**src/sv/uvr_pkg.sv**
```systemverilog
// Shared types, constants and helper functions for the UV triangle rasterizer.
// No dependencies; every other file of the block imports this package.
`default_nettype none

package uvr_pkg;

  localparam int XW       = 7;              // column index bits
  localparam int YW       = 7;              // row index bits
  localparam int TEX_W    = 1 << XW;
  localparam int TEX_H    = 1 << YW;
  localparam int NPIX     = TEX_W * TEX_H;
  localparam int AW       = XW + YW;        // pixel address bits
  localparam int PASS_CAP = 32;
  localparam int DW       = 21;             // vertex difference width
  localparam int PW       = 2 * DW;         // product width
  localparam int EW       = 44;             // edge value width
  localparam int QDEPTH   = 2;
  localparam int QAW      = 1;

  localparam logic [1:0] REG_CLEAR_VALUE    = 2'd0;
  localparam logic [1:0] REG_PADDING_PASSES = 2'd1;

  typedef enum logic [1:0] {
    CMD_CLEAR  = 2'd0,
    CMD_PAINT  = 2'd1,
    CMD_DILATE = 2'd2,
    CMD_READ   = 2'd3
  } cmd_t;

  typedef struct packed {
    cmd_t               cmd;
    logic signed [19:0] vert_a_u;
    logic signed [19:0] vert_a_v;
    logic signed [19:0] vert_b_u;
    logic signed [19:0] vert_b_v;
    logic signed [19:0] vert_c_u;
    logic signed [19:0] vert_c_v;
    logic [31:0]        part_word;
    logic [13:0]        pixel_index;
  } in_item_t;

  typedef struct packed {
    logic [14:0] painted_count;
    logic [5:0]  passes_run;
    logic [31:0] pixel_value;
    logic        pixel_marked;
  } out_item_t;

  typedef logic signed [EW-1:0] edge_t;
  typedef logic signed [DW-1:0] diff_t;

  // decoded command handed from the front end to the engine
  typedef struct packed {
    cmd_t             cmd;
    logic [XW-1:0]    x0;
    logic [XW-1:0]    x1;
    logic [YW-1:0]    y0;
    logic [YW-1:0]    y1;
    logic [XW-1:0]    cx;
    logic [YW-1:0]    cy;
    edge_t [2:0]      e0;
    diff_t [2:0]      du;
    diff_t [2:0]      dv;
    logic [31:0]      word;
    logic [AW-1:0]    pix;
  } op_t;

  typedef struct packed {
    logic full;
    logic empty;
  } q_stat_t;

  typedef enum logic [2:0] {
    F_IDLE,
    F_SETUP,
    F_OFS,
    F_MUL,
    F_PUSH
  } front_state_t;

  typedef enum logic [4:0] {
    B_INIT,
    B_IDLE,
    B_CLR,
    B_P_RD,
    B_P_LD,
    B_P_PIX,
    B_P_WB,
    B_P_CHK,
    B_C_LD,
    B_D_START,
    B_D_LC,
    B_D_RD,
    B_D_LD,
    B_D_PIX,
    B_D_WB,
    B_D_END,
    B_R_RD,
    B_R_LD,
    B_DONE
  } back_state_t;

  // floor(uv * size) arrives as a shifted value; clamp it into the texture
  function automatic logic [XW-1:0] clamp_px(input logic signed [10:0] v);
    logic [XW-1:0] r;
    if (v < 0) begin
      r = '0;
    end else if (v > $signed(11'(TEX_W - 1))) begin
      r = XW'(TEX_W - 1);
    end else begin
      r = v[XW-1:0];
    end
    return r;
  endfunction

  // floor(t / 3) clamped to the texture; t*171 >> 9 is exact below 3*TEX_W
  function automatic logic [XW-1:0] div3_clamp(input logic signed [12:0] t);
    logic [16:0]   p;
    logic [XW-1:0] r;
    p = 17'(t[8:0]) * 17'd171;
    if (t < 0) begin
      r = '0;
    end else if (t >= $signed(13'(3 * TEX_W))) begin
      r = XW'(TEX_W - 1);
    end else begin
      r = p[15:9];
    end
    return r;
  endfunction

endpackage

`default_nettype wire

```
**src/sv/uvr_front.sv**
```systemverilog
// Front end: accepts items, computes the clamped box, centroid and edge start values.
// Depends on uvr_pkg.
`default_nettype none

module uvr_front (
  input  wire logic            clk,
  input  wire logic            rst,
  input  wire logic            in_valid,
  output logic                 in_ready,
  input  wire uvr_pkg::in_item_t in_item,
  input  wire logic            hold,
  output logic                 push,
  output uvr_pkg::op_t         push_op,
  input  wire logic            full
);
  import uvr_pkg::*;

  front_state_t state, state_next;
  in_item_t     item;
  op_t          o;
  diff_t        ex [3];
  diff_t        ey [3];
  logic signed [PW-1:0] prod;
  logic [2:0]   step;

  logic signed [19:0] uu [3];
  logic signed [19:0] vv [3];
  logic signed [19:0] ru [3];
  logic signed [19:0] rv [3];
  logic signed [19:0] umin, umax, vmin, vmax;
  logic signed [21:0] su, sv;
  diff_t        du_c [3];
  diff_t        dv_c [3];
  logic [1:0]   me, mi, pe;
  logic [2:0]   ps;
  diff_t        mul_a, mul_b;

  function automatic logic signed [19:0] min3(input logic signed [19:0] a,
                                              input logic signed [19:0] b,
                                              input logic signed [19:0] c);
    logic signed [19:0] m;
    m = a;
    if (b < m) m = b;
    if (c < m) m = c;
    return m;
  endfunction

  function automatic logic signed [19:0] max3(input logic signed [19:0] a,
                                              input logic signed [19:0] b,
                                              input logic signed [19:0] c);
    logic signed [19:0] m;
    m = a;
    if (b > m) m = b;
    if (c > m) m = c;
    return m;
  endfunction

  always_comb begin
    uu[0] = item.vert_a_u; uu[1] = item.vert_b_u; uu[2] = item.vert_c_u;
    vv[0] = item.vert_a_v; vv[1] = item.vert_b_v; vv[2] = item.vert_c_v;
    // edge e runs from vertex e to the next one
    ru[0] = uu[1]; ru[1] = uu[2]; ru[2] = uu[0];
    rv[0] = vv[1]; rv[1] = vv[2]; rv[2] = vv[0];
    umin = min3(uu[0], uu[1], uu[2]);
    umax = max3(uu[0], uu[1], uu[2]);
    vmin = min3(vv[0], vv[1], vv[2]);
    vmax = max3(vv[0], vv[1], vv[2]);
    su = $signed({{2{uu[0][19]}}, uu[0]}) + $signed({{2{uu[1][19]}}, uu[1]})
       + $signed({{2{uu[2][19]}}, uu[2]});
    sv = $signed({{2{vv[0][19]}}, vv[0]}) + $signed({{2{vv[1][19]}}, vv[1]})
       + $signed({{2{vv[2][19]}}, vv[2]});
    for (int e = 0; e < 3; e++) begin
      du_c[e] = $signed({uu[e][19], uu[e]}) - $signed({ru[e][19], ru[e]});
      dv_c[e] = $signed({vv[e][19], vv[e]}) - $signed({rv[e][19], rv[e]});
    end
  end

  // shared multiplier: even steps ex*dv, odd steps du*ey
  always_comb begin
    me    = step[2:1];
    mi    = (me == 2'd3) ? 2'd0 : me;
    ps    = step - 3'd1;
    pe    = ps[2:1];
    mul_a = step[0] ? $signed(o.du[mi]) : ex[mi];
    mul_b = step[0] ? ey[mi] : $signed(o.dv[mi]);
  end

  always_ff @(posedge clk) begin
    if (rst) begin
      state <= F_IDLE;
    end else begin
      state <= state_next;
    end
  end

  always_ff @(posedge clk) begin
    case (state)
      F_IDLE: begin
        if (in_valid && in_ready) item <= in_item;
      end
      F_SETUP: begin
        o.cmd  <= item.cmd;
        o.word <= item.part_word;
        o.pix  <= item.pixel_index;
        o.x0   <= clamp_px($signed(umin[19:9]));
        o.x1   <= clamp_px($signed(umax[19:9]));
        o.y0   <= clamp_px($signed(vmin[19:9]));
        o.y1   <= clamp_px($signed(vmax[19:9]));
        o.cx   <= div3_clamp($signed(su[21:9]));
        o.cy   <= div3_clamp($signed(sv[21:9]));
        for (int e = 0; e < 3; e++) begin
          o.du[e] <= du_c[e];
          o.dv[e] <= dv_c[e];
        end
        step <= '0;
      end
      F_OFS: begin
        // sample center offset from the edge's end vertex, in units of 2^-16
        for (int e = 0; e < 3; e++) begin
          ex[e] <= $signed({{(DW-XW-9){1'b0}}, o.x0, 1'b1, 8'h00})
                 - $signed({ru[e][19], ru[e]});
          ey[e] <= $signed({{(DW-YW-9){1'b0}}, o.y0, 1'b1, 8'h00})
                 - $signed({rv[e][19], rv[e]});
        end
      end
      F_MUL: begin
        step <= step + 3'd1;
        prod <= mul_a * mul_b;
        for (int i = 0; i < 3; i++) begin
          if (step != 3'd0 && pe == 2'(i)) begin
            if (!ps[0]) begin
              o.e0[i] <= EW'(prod);
            end else begin
              o.e0[i] <= $signed(o.e0[i]) - $signed(EW'(prod));
            end
          end
        end
      end
      default: ;
    endcase
  end

  always_comb begin
    state_next = state;
    case (state)
      F_IDLE:  if (in_valid && in_ready) state_next = F_SETUP;
      F_SETUP: state_next = (item.cmd == CMD_PAINT) ? F_OFS : F_PUSH;
      F_OFS:   state_next = F_MUL;
      F_MUL:   if (step == 3'd6) state_next = F_PUSH;
      F_PUSH:  if (!full) state_next = F_IDLE;
      default: state_next = F_IDLE;
    endcase
  end

  always_comb begin
    in_ready = (state == F_IDLE) && !hold;
    push     = (state == F_PUSH) && !full;
    push_op  = o;
  end

endmodule

`default_nettype wire

```
**config.mk**
```make
export PLATFORM = sky130hd
export DESIGN_NAME = uvr_front
export DESIGN_NICKNAME = d
export VERILOG_FILES = /design/src/sv/uvr_pkg.sv /design/src/sv/uvr_front.sv
export SDC_FILE = /design/constraint.sdc
export NUM_CORES = 2
export LEC_CHECK = 0
export BUFFER_PORTS_ARGS = -buffer_cell sky130_fd_sc_hd__buf_2
export CORE_ASPECT_RATIO = 1.2
export CORE_MARGIN = 1
export CORE_UTILIZATION = 40
export DETAILED_ROUTE_END_ITERATION = 12
export PLACE_DENSITY = 0.68
export SLEW_MARGIN = 10
export SYNTH_ARGS = -nofsm -noshare
export SYNTH_HDL_FRONTEND = slang
export SYNTH_SLANG_ARGS = --single-unit
```
**constraint.sdc**
```tcl
create_clock -name clk -period 9.9 [get_ports clk]
set_input_delay 0.495 -clock clk [delete_from_list [all_inputs] [get_ports clk]]
set_output_delay 0.495 -clock clk [all_outputs]
set_load 0.02 [all_outputs]
```
[Yosys cells after proc, flatten, opt, wreduce, memory -nomap -nowiden]
Memories as Yosys holds them, arrays and structs flattened.
Cells that the tools add are included.
Word-level totals
  memory bits (writable): 126
  output and inout bits: 350
  bits in registers: 564
  logic and storage cells: 138
  memories: 2
Cells by class
  $lt $le $gt $ge: 21
  $add $sub $neg: 21
  mux-type cells: 32
  multiply operators: 3
  equality and inequality tests: 12
  reduce and logical (&&, ||, !) cells: 17
Memory list
  ex: depth 3, bits a word 21, read ports 1, clocked after memory_dff 0, wr ports 3, RTL line uvr_front.sv:21  | diff_t ex [3];
  ey: depth 3, bits a word 21, read ports 1, clocked after memory_dff 0, wr ports 3, RTL line uvr_front.sv:22  | diff_t ey [3];
Operator list (number)
  $mux 20: 8
  $mux 44: 3
  $sub 44x42->44: 3
  $sub 17x20->21: 6
  $sub 20x20->21: 6
  $bmux 21 s2: 2
  $mux 21: 4
  $gt 20x20->1: 4
  $lt 20x20->1: 4
  $add 21x20->22: 2
  $gt 11x8->1 const B: 4
  $lt 11x1->1 const B: 4
  $add 20x20->21: 2
  $mul 21x21->42: 1
  $mux 7: 6
  $mul 9x8->16 const B: 2
  $ge 13x10->1 const B: 2
  $lt 13x1->1 const B: 2
  $pmux 3 s5: 1
  $mux 3: 4
  $reduce_and 2->1: 4
  $eq 3x2->1 const B: 2
  $eq 3x3->1 const B: 2
  $logic_and 1x1->1: 6
  other kinds (16): 22

[Depth between registers and ports, before layout]
  word-level depth: 6
  depth in mapped cells: 36
  gate-level depth less buffers: 33

[Least setup slack after synthesis]
OpenSTA, ideal clock, no wires.
  kind: register to register
  start point: reg state[1]
  end point: mem ex[0][0] in the netlist's numbering, enable pin
  data required time: 9.134 ns
  cell stages (with the launch flop): 3
  data arrival time: 9.021 ns
  period minus slack after synthesis: 9.787 ns
  library setup time: 0.766 ns
  slack: 0.113 ns
  path through: dfxtp_1 > inv_1 > nor3_1
RTL lines
  from (decl): RTL line uvr_front.sv:18  | front_state_t state, state_next;
  from (signal assigned): RTL line uvr_front.sv:92  | state <= state_next;
  to (decl): RTL line uvr_front.sv:21

[Worst setup path after layout]
  start point: reg step[2]
  end point: reg prod[40], data pin
On the way
  word-level cells in the longest chain between the ends: 6
Ends and longest elaborated chain
  from (decl): RTL line uvr_front.sv:24  | logic [2:0] step;
  from (signal assigned): RTL line uvr_front.sv:127  | step <= step + 3'd1;
  $eq 2x2->1: RTL line uvr_front.sv:81  | mi = (me == 2'd3) ? 2'd0 : me;
  $mux 2 (*): RTL line uvr_front.sv:81
  $bmux 21 s2 (on tied branches): RTL line uvr_front.sv:84, uvr_front.sv:85
  $mux 21 (on tied branches) (2 in a row): RTL line uvr_front.sv:84, uvr_front.sv:85
  $mul 21x21->42 (*): RTL line uvr_front.sv:128  | prod <= mul_a * mul_b;
  to (signal assigned): RTL line uvr_front.sv:128
  to (decl): RTL line uvr_front.sv:23  | logic signed [PW-1:0] prod;
Every way passes the cells marked *; elsewhere a longest branch is shown, timed or not. The select of a mux whose other input is x is not followed.
A chain may end at the register's enable or synchronous reset.

==> flow_summary.toml <==
[run_status]
status = "complete, no violations"

[critical_path]
critical_path_required_ns = 10.32
critPathCaptureType = "flip-flop"
critical_path_class = "flip-flop to flip-flop"
startpoint_type = "flip-flop"
rrSetupSlack_ns = 0.59
arrival_ns = 9.74
crit_top_cell = "fa_1"
max_stage_delay_ns = 0.61
slowest_stage = "edfxtp_1"
cp_max_fo = 28

[timing]
maxSlewViolCount = 0
min_period_over_period_pct = 94.1
rsz0062_at_grt = "no"
worstMarginPinSlew_ns = 1.28
clock_skew_ns = 0.0575
setup_viol = 0
finalSetupTns_ns = 0
fmax_mhz = 107
finalCriticalPeriod_ns = 9.31
slew_headroom_pct = 14.0
hold_violations = 0

[routing]
avgViaCountPerCell = 5.35
wl_per_cell_um = 21.2
drc = 0
dr.pass1.iters = 6
drt_iter0_drc = 3811
wl_um = 190000
vias = 47800
antenna_left = 0

[yosys]
synth.top_cell.area_share_pct = 33.1
synth_seq_cells = 690
synthFlopType = "edfxtp_1"
yosys.cell_types.count = 93
synth_cells = 6099
syn_area_per_cell_um2 = 10.2
yosysWarnings = 0
synth_async_sr_flop_share_pct = 0
yosysTopAreaCell = "edfxtp_1"
synthesis.nets = 7428
synthTopCellsByCount = "880 x inv_1, 687 x edfxtp_1, 622 x ha_1"
synth_edf_count = 687
synth_area_leaders = "edfxtp_1 33%, fa_1 17%, ha_1 12%"
synth.most_common_cell = "inv_1"
syn-cell-area_mm2 = 0.0624
ys_seq_area_share_pct = 33.2

[cts]
cts_tree = "yes"
clk_pin_slew_ns = 0.07
cts-resized-gates = 0
cts_inserted_buffers = 81
clockRootBuffer = "clkbuf_16"
clock_sinks = 690
cts.hold.buffers_added = 168
post-cts-setup-buffers = 0
cts_max_level = 3
clockBufferDepth = 3
clock_latency_ns = 0.73

[cells_and_area]
syn_to_final_growth_pct = 15.3
final_layout_size_suffix_gt1_share_pct = 12.0
ff_latch_area_mm2 = 0.0207
fin_area_mm2 = 0.0720
layout.nets = 8114
fillers = 14200
instances_no_fill = 8926
multi_input_area_mm2 = 0.0379

[grt]
grt_max_degree = 148
antenna_found_initial = 7
grt-ovfl-total = 0
track_usage_pct = 24.0
grt_pass1_vias = 49500
grt_pass1_wl_um = 290000

[placed_design]
io_buffers = 522
place_congestion = 0.975
place_hpwl_um = 151000
dpl_cell_area_mm2 = 0.0676
dp_cells = 8614

[hold_path]
hp-class = "input port to flip-flop"

[die]
start_util_pct = 40.3
die_x_um = 363
dieArea_mm2 = 0.158
ios = 523
rows = 158
core_mm2 = 0.155
die_y_um = 435

[flow_run]
maxCapViolations = 0
-- stage by stage --
step / utilization, % / hold slack (ns) / worst slack [ns]
floorplan: - / 0.400 / 0.113
global placement: 43.7 / 0.401 / 0.724
detailed placement: 43.7 / 0.405 / 0.604
CTS: 46.5 / 0.0190 / 0.563
global route: 46.5 / 0.0473 / 0.0445
finish: 46.5 / 0.0823 / 0.588
-- critical path, delay by kind of cell, from the launching register on --
kind / cells / cell delay, ns
XOR/XNOR: 1 / 0.08
buffers and inverters: 6 / 0.64
multiplexers: 1 / 0.53
adder cells (fa/ha/maj): 8 / 3.89
flip-flops: 1 / 0.61
AND/OR/NAND/NOR: 3 / 0.53
AO/OA/AOI/OAI: 12 / 2.67
-- worst paths after layout --
kind | start | end | depth (start not counted)
worst max-delay path | step[2] | prod[40] | 31
worst min-delay path | in_item[107] | item[107] | 1
worst max register to register | step[2] | prod[40] | 31
worst min register to register | item[45] | push_op[45] | 0
-- cells by family after synthesis --
kind of cell	Yosys count	share of synthesized area [%]
and+or+nand+nor	1534	11.1
AOI/OAI and AO/OA	1206	12.1
adders and majority gates	1156	29.6
buffers and inverters	1026	6.22
DFF	690	33.2
xor gates and xnor gates	368	5.16
muxes	119	2.73
-- area by class of cell --
cell class,count,share of cell area (%)
multi-input cells,4383,52.7
flip-flops and latches,690,28.7
repair buffers,749,6.67
inverters,880,4.59
well taps,2080,3.62
clock buffers,95,2.89
clock inverters,48,0.814
diodes,1,0.00348
-- sequential cells by signal, summed over array words and instances (netlist names) --
| signal | flops |
|---|---|
| push_op | 348 |
| prod | 42 |
| ex | 63 |
| item | 168 |
| ey | 63 |
| step | 3 |
| state | 3 |
-- metal layers --
layer  global-route usage (%)  routed length (um)  up-vias
li1                         -                   -    22200
met1                     30.1               77000    23400
met2                     40.8               91600     1834
met3                     3.70               12800      338
met4                     10.1                8200        2
met5                        0                  17        -
-- layout by cell type, fill, tap and decap left out, drive strengths merged, types with 85 or more instances in the layout --
cell type | Yosys | layout
ha | 622 | 622
inv | 880 | 884
nand3 | 85 | 85
a21o | 142 | 142
clkbuf | 136 | 95
o21ai | 349 | 349
a21oi | 367 | 367
xnor2 | 252 | 252
o21a | 90 | 90
nand2 | 499 | 499
buf | 9 | 581
edfxtp | 687 | 687
fa | 534 | 534
xor2 | 116 | 116
dlygate4sd3 | 0 | 168
nor3 | 113 | 113
nor2 | 520 | 520
Power is not shown: default switching activity piles up to over one toggle a cycle in this logic, so the estimate is an artifact.
