[src/sv/uvr_pkg.sv]
// Shared types, constants and helper functions for the UV triangle rasterizer.
// No dependencies; every other file of the block imports this package.
`default_nettype none

package uvr_pkg;

  localparam int XW       = 7;              // column index bits
  localparam int YW       = 7;              // row index bits
  localparam int TEX_W    = 1 << XW;
  localparam int TEX_H    = 1 << YW;
  localparam int NPIX     = TEX_W * TEX_H;
  localparam int AW       = XW + YW;        // pixel address bits
  localparam int PASS_CAP = 32;
  localparam int DW       = 21;             // vertex difference width
  localparam int PW       = 2 * DW;         // product width
  localparam int EW       = 44;             // edge value width
  localparam int QDEPTH   = 2;
  localparam int QAW      = 1;

  localparam logic [1:0] REG_CLEAR_VALUE    = 2'd0;
  localparam logic [1:0] REG_PADDING_PASSES = 2'd1;

  typedef enum logic [1:0] {
    CMD_CLEAR  = 2'd0,
    CMD_PAINT  = 2'd1,
    CMD_DILATE = 2'd2,
    CMD_READ   = 2'd3
  } cmd_t;

  typedef struct packed {
    cmd_t               cmd;
    logic signed [19:0] vert_a_u;
    logic signed [19:0] vert_a_v;
    logic signed [19:0] vert_b_u;
    logic signed [19:0] vert_b_v;
    logic signed [19:0] vert_c_u;
    logic signed [19:0] vert_c_v;
    logic [31:0]        part_word;
    logic [13:0]        pixel_index;
  } in_item_t;

  typedef struct packed {
    logic [14:0] painted_count;
    logic [5:0]  passes_run;
    logic [31:0] pixel_value;
    logic        pixel_marked;
  } out_item_t;

  typedef logic signed [EW-1:0] edge_t;
  typedef logic signed [DW-1:0] diff_t;

  // decoded command handed from the front end to the engine
  typedef struct packed {
    cmd_t             cmd;
    logic [XW-1:0]    x0;
    logic [XW-1:0]    x1;
    logic [YW-1:0]    y0;
    logic [YW-1:0]    y1;
    logic [XW-1:0]    cx;
    logic [YW-1:0]    cy;
    edge_t [2:0]      e0;
    diff_t [2:0]      du;
    diff_t [2:0]      dv;
    logic [31:0]      word;
    logic [AW-1:0]    pix;
  } op_t;

  typedef struct packed {
    logic full;
    logic empty;
  } q_stat_t;

  typedef enum logic [2:0] {
    F_IDLE,
    F_SETUP,
    F_OFS,
    F_MUL,
    F_PUSH
  } front_state_t;

  typedef enum logic [4:0] {
    B_INIT,
    B_IDLE,
    B_CLR,
    B_P_RD,
    B_P_LD,
    B_P_PIX,
    B_P_WB,
    B_P_CHK,
    B_C_LD,
    B_D_START,
    B_D_LC,
    B_D_RD,
    B_D_LD,
    B_D_PIX,
    B_D_WB,
    B_D_END,
    B_R_RD,
    B_R_LD,
    B_DONE
  } back_state_t;

  // floor(uv * size) arrives as a shifted value; clamp it into the texture
  function automatic logic [XW-1:0] clamp_px(input logic signed [10:0] v);
    logic [XW-1:0] r;
    if (v < 0) begin
      r = '0;
    end else if (v > $signed(11'(TEX_W - 1))) begin
      r = XW'(TEX_W - 1);
    end else begin
      r = v[XW-1:0];
    end
    return r;
  endfunction

  // floor(t / 3) clamped to the texture; t*171 >> 9 is exact below 3*TEX_W
  function automatic logic [XW-1:0] div3_clamp(input logic signed [12:0] t);
    logic [16:0]   p;
    logic [XW-1:0] r;
    p = 17'(t[8:0]) * 17'd171;
    if (t < 0) begin
      r = '0;
    end else if (t >= $signed(13'(3 * TEX_W))) begin
      r = XW'(TEX_W - 1);
    end else begin
      r = p[15:9];
    end
    return r;
  endfunction

endpackage

`default_nettype wire

[src/sv/uvr_queue.sv]
// Two-entry queue of decoded commands between the front end and the engine.
// Depends on uvr_pkg.
`default_nettype none

module uvr_queue (
  input  wire logic          clk,
  input  wire logic          rst,
  input  wire logic          push,
  input  wire uvr_pkg::op_t  din,
  input  wire logic          pop,
  output uvr_pkg::op_t       dout,
  output uvr_pkg::q_stat_t   stat
);
  import uvr_pkg::*;

  op_t            mem [QDEPTH];
  logic [QAW-1:0] wp, rp;
  logic [QAW:0]   cnt;

  always_ff @(posedge clk) begin
    if (push) mem[wp] <= din;
  end

  always_ff @(posedge clk) begin
    if (rst) begin
      wp  <= '0;
      rp  <= '0;
      cnt <= '0;
    end else begin
      if (push) wp <= wp + 1'b1;
      if (pop)  rp <= rp + 1'b1;
      case ({push, pop})
        2'b10:   cnt <= cnt + 1'b1;
        2'b01:   cnt <= cnt - 1'b1;
        default: ;
      endcase
    end
  end

  always_comb begin
    dout       = mem[rp];
    stat.full  = (cnt == (QAW+1)'(QDEPTH));
    stat.empty = (cnt == '0);
  end

endmodule

`default_nettype wire

[config.mk]
export PLATFORM = sky130hd
export DESIGN_NAME = uvr_queue
export DESIGN_NICKNAME = d
export VERILOG_FILES = /design/src/sv/uvr_pkg.sv /design/src/sv/uvr_queue.sv
export SDC_FILE = /design/constraint.sdc
export NUM_CORES = 1
export LEC_CHECK = 0
export BUFFER_PORTS_ARGS = -buffer_cell sky130_fd_sc_hd__buf_2
export CORE_AREA = 2 2 269 271
export CTS_BUF_LIST = sky130_fd_sc_hd__clkbuf_8
export CTS_CLUSTER_SIZE = 20
export DETAILED_ROUTE_END_ITERATION = 10
export DIE_AREA = 0 0 271 273
export PLACE_DENSITY_LB_ADDON = 0.05
export SYNTH_ARGS = -nofsm -noshare
export SYNTH_HDL_FRONTEND = slang
export SYNTH_SLANG_ARGS = --single-unit
[constraint.sdc]
create_clock -name clk -period 25.4 [get_ports clk]
set_input_delay 1.27 -clock clk [delete_from_list [all_inputs] [get_ports clk]]
set_output_delay 1.27 -clock clk [all_outputs]
set_load 0.01 [all_outputs]
# == Word level (Yosys, flattened, before mapping) ==
# Memories as Yosys holds them, arrays and structs flattened. A register that Yosys moved wholly into a read port is not among the register bits.
# Cells that the tools add are included.
# word_totals
wordCells,18
n_memories,1
input_bits,352
out_inout_bits,350
reg_bits,4
ram_bits,696
# memory_table
memory,words,word_bits,read_ports,rd_ports_with_merged_regs,wr,line,text
mem,2,348,1,1,1,uvr_queue.sv:16,op_t mem [QDEPTH];
# classes
reduce_logical,2
addsub,4
n_eq_ne,3
mux,5
# ops
op,count
"2-bit == test, second input constant",2
1-bit 2-to-1 mux,4
2-bit case mux with 2 select lines,1
"1-bit adder, second input constant",2
"2-bit by 1-bit adder with 2-bit output, second input constant",1
"2-bit by 1-bit == test with 1-bit output, second input constant",1
2-bit logical NOT,1
2-bit nonzero test,1
"2-bit by 1-bit subtractor with 2-bit output, second input constant",1

# == Depth between registers and ports, before layout ==
# Gate-level depths: netlist (run 1).
# depth
word_depth,3
depth_mapped,5
ltp_nobuf,5

# == Worst setup path before layout (run 1) ==
# OpenSTA, ideal clock, no wires.
# synth_path
path_type,input to register
start,in push
end,mem mem[0][0] in the netlist's numbering (enable)
path_slack_ns,8.435
t_arrival_ns,15.889
setup_ns,1.075
cell_stages,2
n_path_buf,0
path_cell_list,inv_1 nor2_1
# synth_via
elab_chain_cells,2
# synth_lines
item,line,text
"start, declared",uvr_queue.sv:8,"input wire logic push,"
1-bit 2-to-1 mux,uvr_queue.sv:21,if (push) mem[wp] <= din;
1-bit 2-to-1 mux (implied by the code),uvr_queue.sv:21,
"end, declared",uvr_queue.sv:16,
# Every way passes these cells.

==> run metrics, run 1 <==
CP Class register to primary output; Internal 0.001953 W; Post-DP HPWL 46910 um; DR DRC count 0; Post-Place Cells 2730; share of total power in combinational logic 12.8%; delay-heaviest family, CP buffers and inverters; largest net degree at the start of global routing 158; die width 271 um; Crit path largest cell delay 0.94 ns; synth unique cells 18; sequential share of power 53.2%; Layout area overhead 24.31%; Post-CTS Hold Buffers 0; Clock Sink Count 701; CP arrival 3.89 ns; most frequent cell after synthesis edfxtp_1; P per Cell Area 77.83 nW/um^2; Vias 13340; Rows 98; Crit. End Element primary output; WL per Instance 22.69 um; CP Cell Sequence buf_12 > buf_4 > mux2_4 > buf_2; Pins Over Slew Limit 0; Slew @ Worst Pin 1.089 ns; Final Net Count 2254; CTS tree done; Reg clk slew, reported paths 0.06 ns; crit share post-route 20.31%; area of the multi-input gates 5160 um^2; leading post-synthesis cells by cell area edfxtp_1 (78%), mux2_4 (17%), mux2_2 (2.0%); CORE AREA 71000 um^2; GR Layer Usage met2 31.59%; clk root buf clkbuf_8; clk_lat worst skew 0.69 ns; post-synth top area cell edfxtp_1; CP max-delay cell buf_4; Avg Cell Area, Syn 24.11 um^2; grt peak-use layer met2; die area 73980 um^2; maximum vdd drop 0.00006198 V; gr usage total 17.48%; peak fanout along the critical path 118; CTS buffer count 119; TritonRoute pass-1 iters 4; Worst Hold Class register to register; met1 usage 17.68%; Worst Path Required 24.13 ns; Final Skew 0.01984 ns; Fillers 6220; area share of the largest cell type after synthesis 78.46%; most common library cells after synthesis edfxtp_1 (696), mux2_4 (301), mux2_2 (47), buf_6 (24), buf_8 (11); Seq. cell area 21000 um^2; sw power 0.0006240 W; outcome complete, no violations; DR iter-0 viols 572; Final Non-Filler Cells 2963; H-tree level count 3; DRT Wirelength 67220 um; final hold viol count 0; worst path bufs/invs 3; Tmin final 5.159 ns; die height 273 um; dominant synthesized flop cell edfxtp_1; Avg Vias per Cell 4.502; vias in the first global route 14040; share of total power in the clock network 34.0%; Mapped Area 26640 um^2; final setup TNS 0 ns; Sw Share 24.21%; fmax 193.8 MHz; Final Wtd Congestion 0.7808; final number of setup-violating endpoints 0; Max clock buf depth 3; share of cells above drive strength 1 60.20%; Post-CTS Resized 0; M3 GR Usage 6.845%; Synth Instances 1105; Async SR Flop Fraction 0%; I/O Pins 702; Syn Nets 1458; Synth warnings 0; global-route wire length before repair 93210 um; initial antenna violation count 33; Final ANT Viol Nets 0; RSZ-0062 raised after global routing no; Post-CTS Setup Inserts 0; Hold Slack 0.5091 ns; EDFF count, synth 696; # port buffers 701; Slew headroom 27.43%; Initial Util 37.52%; Overflow after GRT 0; Seq cells post-synth 701; leakage power 13.14 nW; Startpoint Class register; Max Cap Viol 0; Seq/Total Area, Yosys 78.83%
-- layer usage --
metal / up-vias / wire length [um]
li1: 6073 / -
met4: 24 / 2111
met2: 451 / 36160
met3: 137 / 5640
met1: 6655 / 23150
met5: - / 159
-- tightest hold or removal path: cells and delay by family, from the launching register on --
kind,cells,cell delay [ns]
xor+xnor,1,0.08
simple gates,1,0.07
flops,1,0.32
-- final timing paths --
| kind | start | end | slack (ns) | depth (start not counted) |
|---|---|---|---|---|
| worst max-delay path | register | dout[241] | 20.24 | 4 |
| worst max register to register | wp$_SDFFE_PP0P_ | mem[1][196]$_DFFE_PP_ | 21.38 | 4 |
| worst min register to register | rp$_SDFFE_PP0P_ | rp$_SDFFE_PP0P_ | 0.51 | 2 |
| worst min-delay path | rp$_SDFFE_PP0P_ | rp$_SDFFE_PP0P_ | 0.51 | 2 |
-- layout make-up --
type	count	share of cell area [%]
inverter	1	0.01134
clock buffer	122	5.071
timing repair buffer	714	11.00
clock inverter	93	1.179
sequential	701	63.43
antenna	18	0.1360
tap	950	3.590
multi-input combinational	364	15.58
-- per-stage QoR --
step	worst slack, ns	instance area [um^2]	total power (W)	utilization (%)
floorplan	8.435	26640	0.001623	-
global placement	20.33	31000	0.001727	43.66
detailed placement	20.35	31000	0.001732	43.66
CTS	20.12	33070	0.002624	46.58
global route	20.03	33100	0.002692	46.63
finish	20.24	33110	0.002577	46.64
-- power groups by stage --
stage / clock network (W) / logic [W] / registers, W
after floorplan: 0 / 0.000202 / 0.00142
after CTS: 0.000914 / 0.000337 / 0.00137
final: 0.000877 / 0.000329 / 0.00137
after global routing: 0.000965 / 0.000350 / 0.00138
after detailed placement: 0 / 0.000336 / 0.00140
after global placement: 0 / 0.000335 / 0.00139
-- flip-flops by register name, summed over array words and instances, names as in the netlist, named ones only --
signal and flops:
rp 1, mem 696, wp 1, cnt 2
-- layout by cell type (no fill, tap or decap) --
| cell type | n |
|---|---|
| ha_1 | 1 |
| clkinv_8 | 1 |
| dfxtp_4 | 1 |
| diode_2 | 18 |
| clkinv_2 | 9 |
| nor2_1 | 5 |
| edfxtp_1 | 696 |
| clkinv_1 | 29 |
| or3_1 | 1 |
| inv_8 | 1 |
| mux2_2 | 47 |
| and2_4 | 1 |
| inv_1 | 52 |
| a21oi_1 | 1 |
| and2b_2 | 1 |
| buf_2 | 701 |
| nor2_4 | 1 |
| dfxtp_1 | 4 |
| o21ai_0 | 1 |
| xor2_1 | 1 |
| inv_6 | 2 |
| mux2_4 | 301 |
| clkbuf_8 | 122 |
| buf_12 | 3 |
| buf_4 | 10 |
| xnor2_1 | 3 |
-- cells by family (layout without fill, tap and decap cells) --
logic type      count (synthesis)  count (layout)  synth area share, %
flops                         701             701                78.83
mux                           348             348                18.95
buf+inv                        40             930                1.836
simple gates                    9               9               0.1644
xor+xnor                        4               4               0.1315
compound gates                  2               2              0.03754
fa+ha+maj                       1               1              0.04696
other cells                     0              18                    0
No activity file was read; power rests on OpenSTA's default activity.
==> run 2, diff against run 1 <==
==> constraint.sdc (replaced) <==
create_clock -name clk -period 5.28 [get_ports clk]
set_input_delay 0.264 -clock clk [delete_from_list [all_inputs] [get_ports clk]]
set_output_delay 0.264 -clock clk [all_outputs]
set_load 0.01 [all_outputs]
==> run metrics, run 2 (synthesis gave the netlist of run 1 again) <==
outcome complete, no violations; CP Class register to primary output; gr usage total 18.26% (+0.78 points); Layout area overhead 37.72%; Clock Sink Count 701 (unchanged); H-tree level count 3 (unchanged); WL per Instance 21.22 um (-6.5%); Pwr Total 0.01274 W (+390%); Startpoint Class register; maximum vdd drop 0.0002604 V (+320%); leakage power 14.61 nW (+11%); Post-Place Cells 2730 (unchanged); Max clock buf depth 3 (unchanged); Final Net Count 2604 (+16%); final hold viol count 0 (unchanged); commonest non-fill, non-tap cells in the layout buf_2 (701), edfxtp_1 (696), dlygate4sd3_1 (351), mux2_4 (301), clkbuf_8 (122); Slew headroom 32.81% (+5.4 points); Reg with most FFs mem; fmax 326.7 MHz; Max Cap Viol 0 (unchanged); Initial Util 37.52% (unchanged); clk root buf clkbuf_8; die width 271 um (unchanged); Finished Cell Area 36690 um^2 (+11%); Pins Over Slew Limit 0 (unchanged); CP arrival 2.80 ns (-1.09 ns); die area 73980 um^2 (unchanged); Tmin final 3.061 ns; crit share post-route 57.97%; initial antenna violation count 12 (-64%); vias in the first global route 15910 (+13%); Worst Path Required 5.02 ns (-19.11 ns); Final Wtd Congestion 0.8056 (+3.2%); share of cells above drive strength 1 51.52% (-8.7 points); P per Cell Area 347.1 nW/um^2 (+350%); Post-CTS Setup Inserts 0 (unchanged); Worst Hold Class primary input to register; TritonRoute pass-1 iters 4 (unchanged); global-route wire length before repair 99530 um (+6.8%); final number of setup-violating endpoints 0 (unchanged); RSZ-0062 raised after global routing no; largest net degree at the start of global routing 140 (-11%); dpl cell area 31050 um^2 (+0.17%); I/O Pins 702 (unchanged); DRT Wirelength 69970 um (+4.1%); peak fanout along the critical path 41 (-65%); DR iter-0 viols 739 (+29%); Post-DP HPWL 47670 um (+1.6%); Overflow after GRT 0 (unchanged); Reg clk slew, reported paths 0.05 ns (about the same); Hold Slack 0.1535 ns (-0.3556 ns); Final Non-Filler Cells 3298 (+11%); Final ANT Viol Nets 0 (unchanged); die height 273 um (unchanged); clk_lat worst skew 0.71 ns (+0.02 ns); Avg Vias per Cell 4.427 (-1.7%); DR DRC count 0 (unchanged); max reg flops 696 (unchanged); most common cell after layout, fill and taps aside buf_2; CTS buffer count 118 (-0.84%); Rows 98 (unchanged); Crit. End Element primary output; Vias 14600 (+9.5%); reg2reg setup slack 3.06 ns (-18.32 ns); CORE AREA 71000 um^2 (unchanged); # port buffers 701 (unchanged); largest registers mem (696), cnt (2); final setup TNS 0 ns (unchanged); CTS tree done; Final Skew 0.02749 ns (+0.007650 ns); Slew @ Worst Pin 1.008 ns (-0.08077 ns)
## run 2: changes by cell type in the layout (fill, tap and decap cells not counted), sizes merged
cell	previous run	this run
clkinvlp	0	1
bufinv	0	2
diode	18	7
inv	55	49
clkinv	39	37
dlygate4sd3	0	351
## run 2: cell type report
| type | instances | area, um^2 |
|---|---|---|
| clock inverters | 88 | 427.9 |
| fillers | 6027 | 34310 |
| multi-input cells | 364 | 5160 |
| repair buffers | 1065 | 7207 |
| diodes | 7 | 17.52 |
| inverters | 1 | 3.754 |
| clock buffers | 122 | 1679 |
| well taps | 950 | 1189 |
| flip-flops and latches | 701 | 21010 |
## run 2: metrics by stage
step / utilization (%) / setup slack (ns)
2_1_floorplan: - / -0.5887
3_3_place_gp: 43.74 / 2.865
3_5_place_dp: 43.74 / 2.870
4_1_cts: 51.65 / 2.073
5_1_grt: 51.67 / 2.052
6_report: 51.68 / 2.219
## run 2: path summary, 6_finish.rpt
| path | from | endpoint | cells after the start |
|---|---|---|---|
| setup / recovery | register | dout[213] | 3 |
| hold / removal | push | cnt[0]$_SDFFE_PP0P_ | 5 |
| setup reg to reg | wp$_SDFFE_PP0P_ | mem[1][78]$_DFFE_PP_ | 2 |
| hold reg to reg | cnt[1]$_SDFFE_PP0P_ | cnt[1]$_SDFFE_PP0P_ | 2 |
## run 2: worst max-delay path: stages, from the launching register on
cell and delay, ns:
dfxtp_4 0.77, buf_4 0.76, mux2_4 0.39, buf_2 0.15
## run 2: routing by layer
layer,up-vias,track usage [%],share of wire [%]
met5,-,0,0.081
met4,10,8.127,3.6
met3,131,5.896,7.4
met2,487,32.82,53
met1,7221,19.58,36
li1,6752,-,-
## run 2: power breakdown
group	switching [W]	internal, W	leakage, nW
logic	0.000878	0.000929	6.79
clock network	0.00210	0.00222	1.24
registers	0.0000961	0.00651	6.57
total	0.00307	0.00966	14.6
## run 2: timing repair
action / in CTS / in global routing
hold endpoints to repair: 701 / 0
hold buffers: 351 / 0
gates resized for setup: 0 / 0
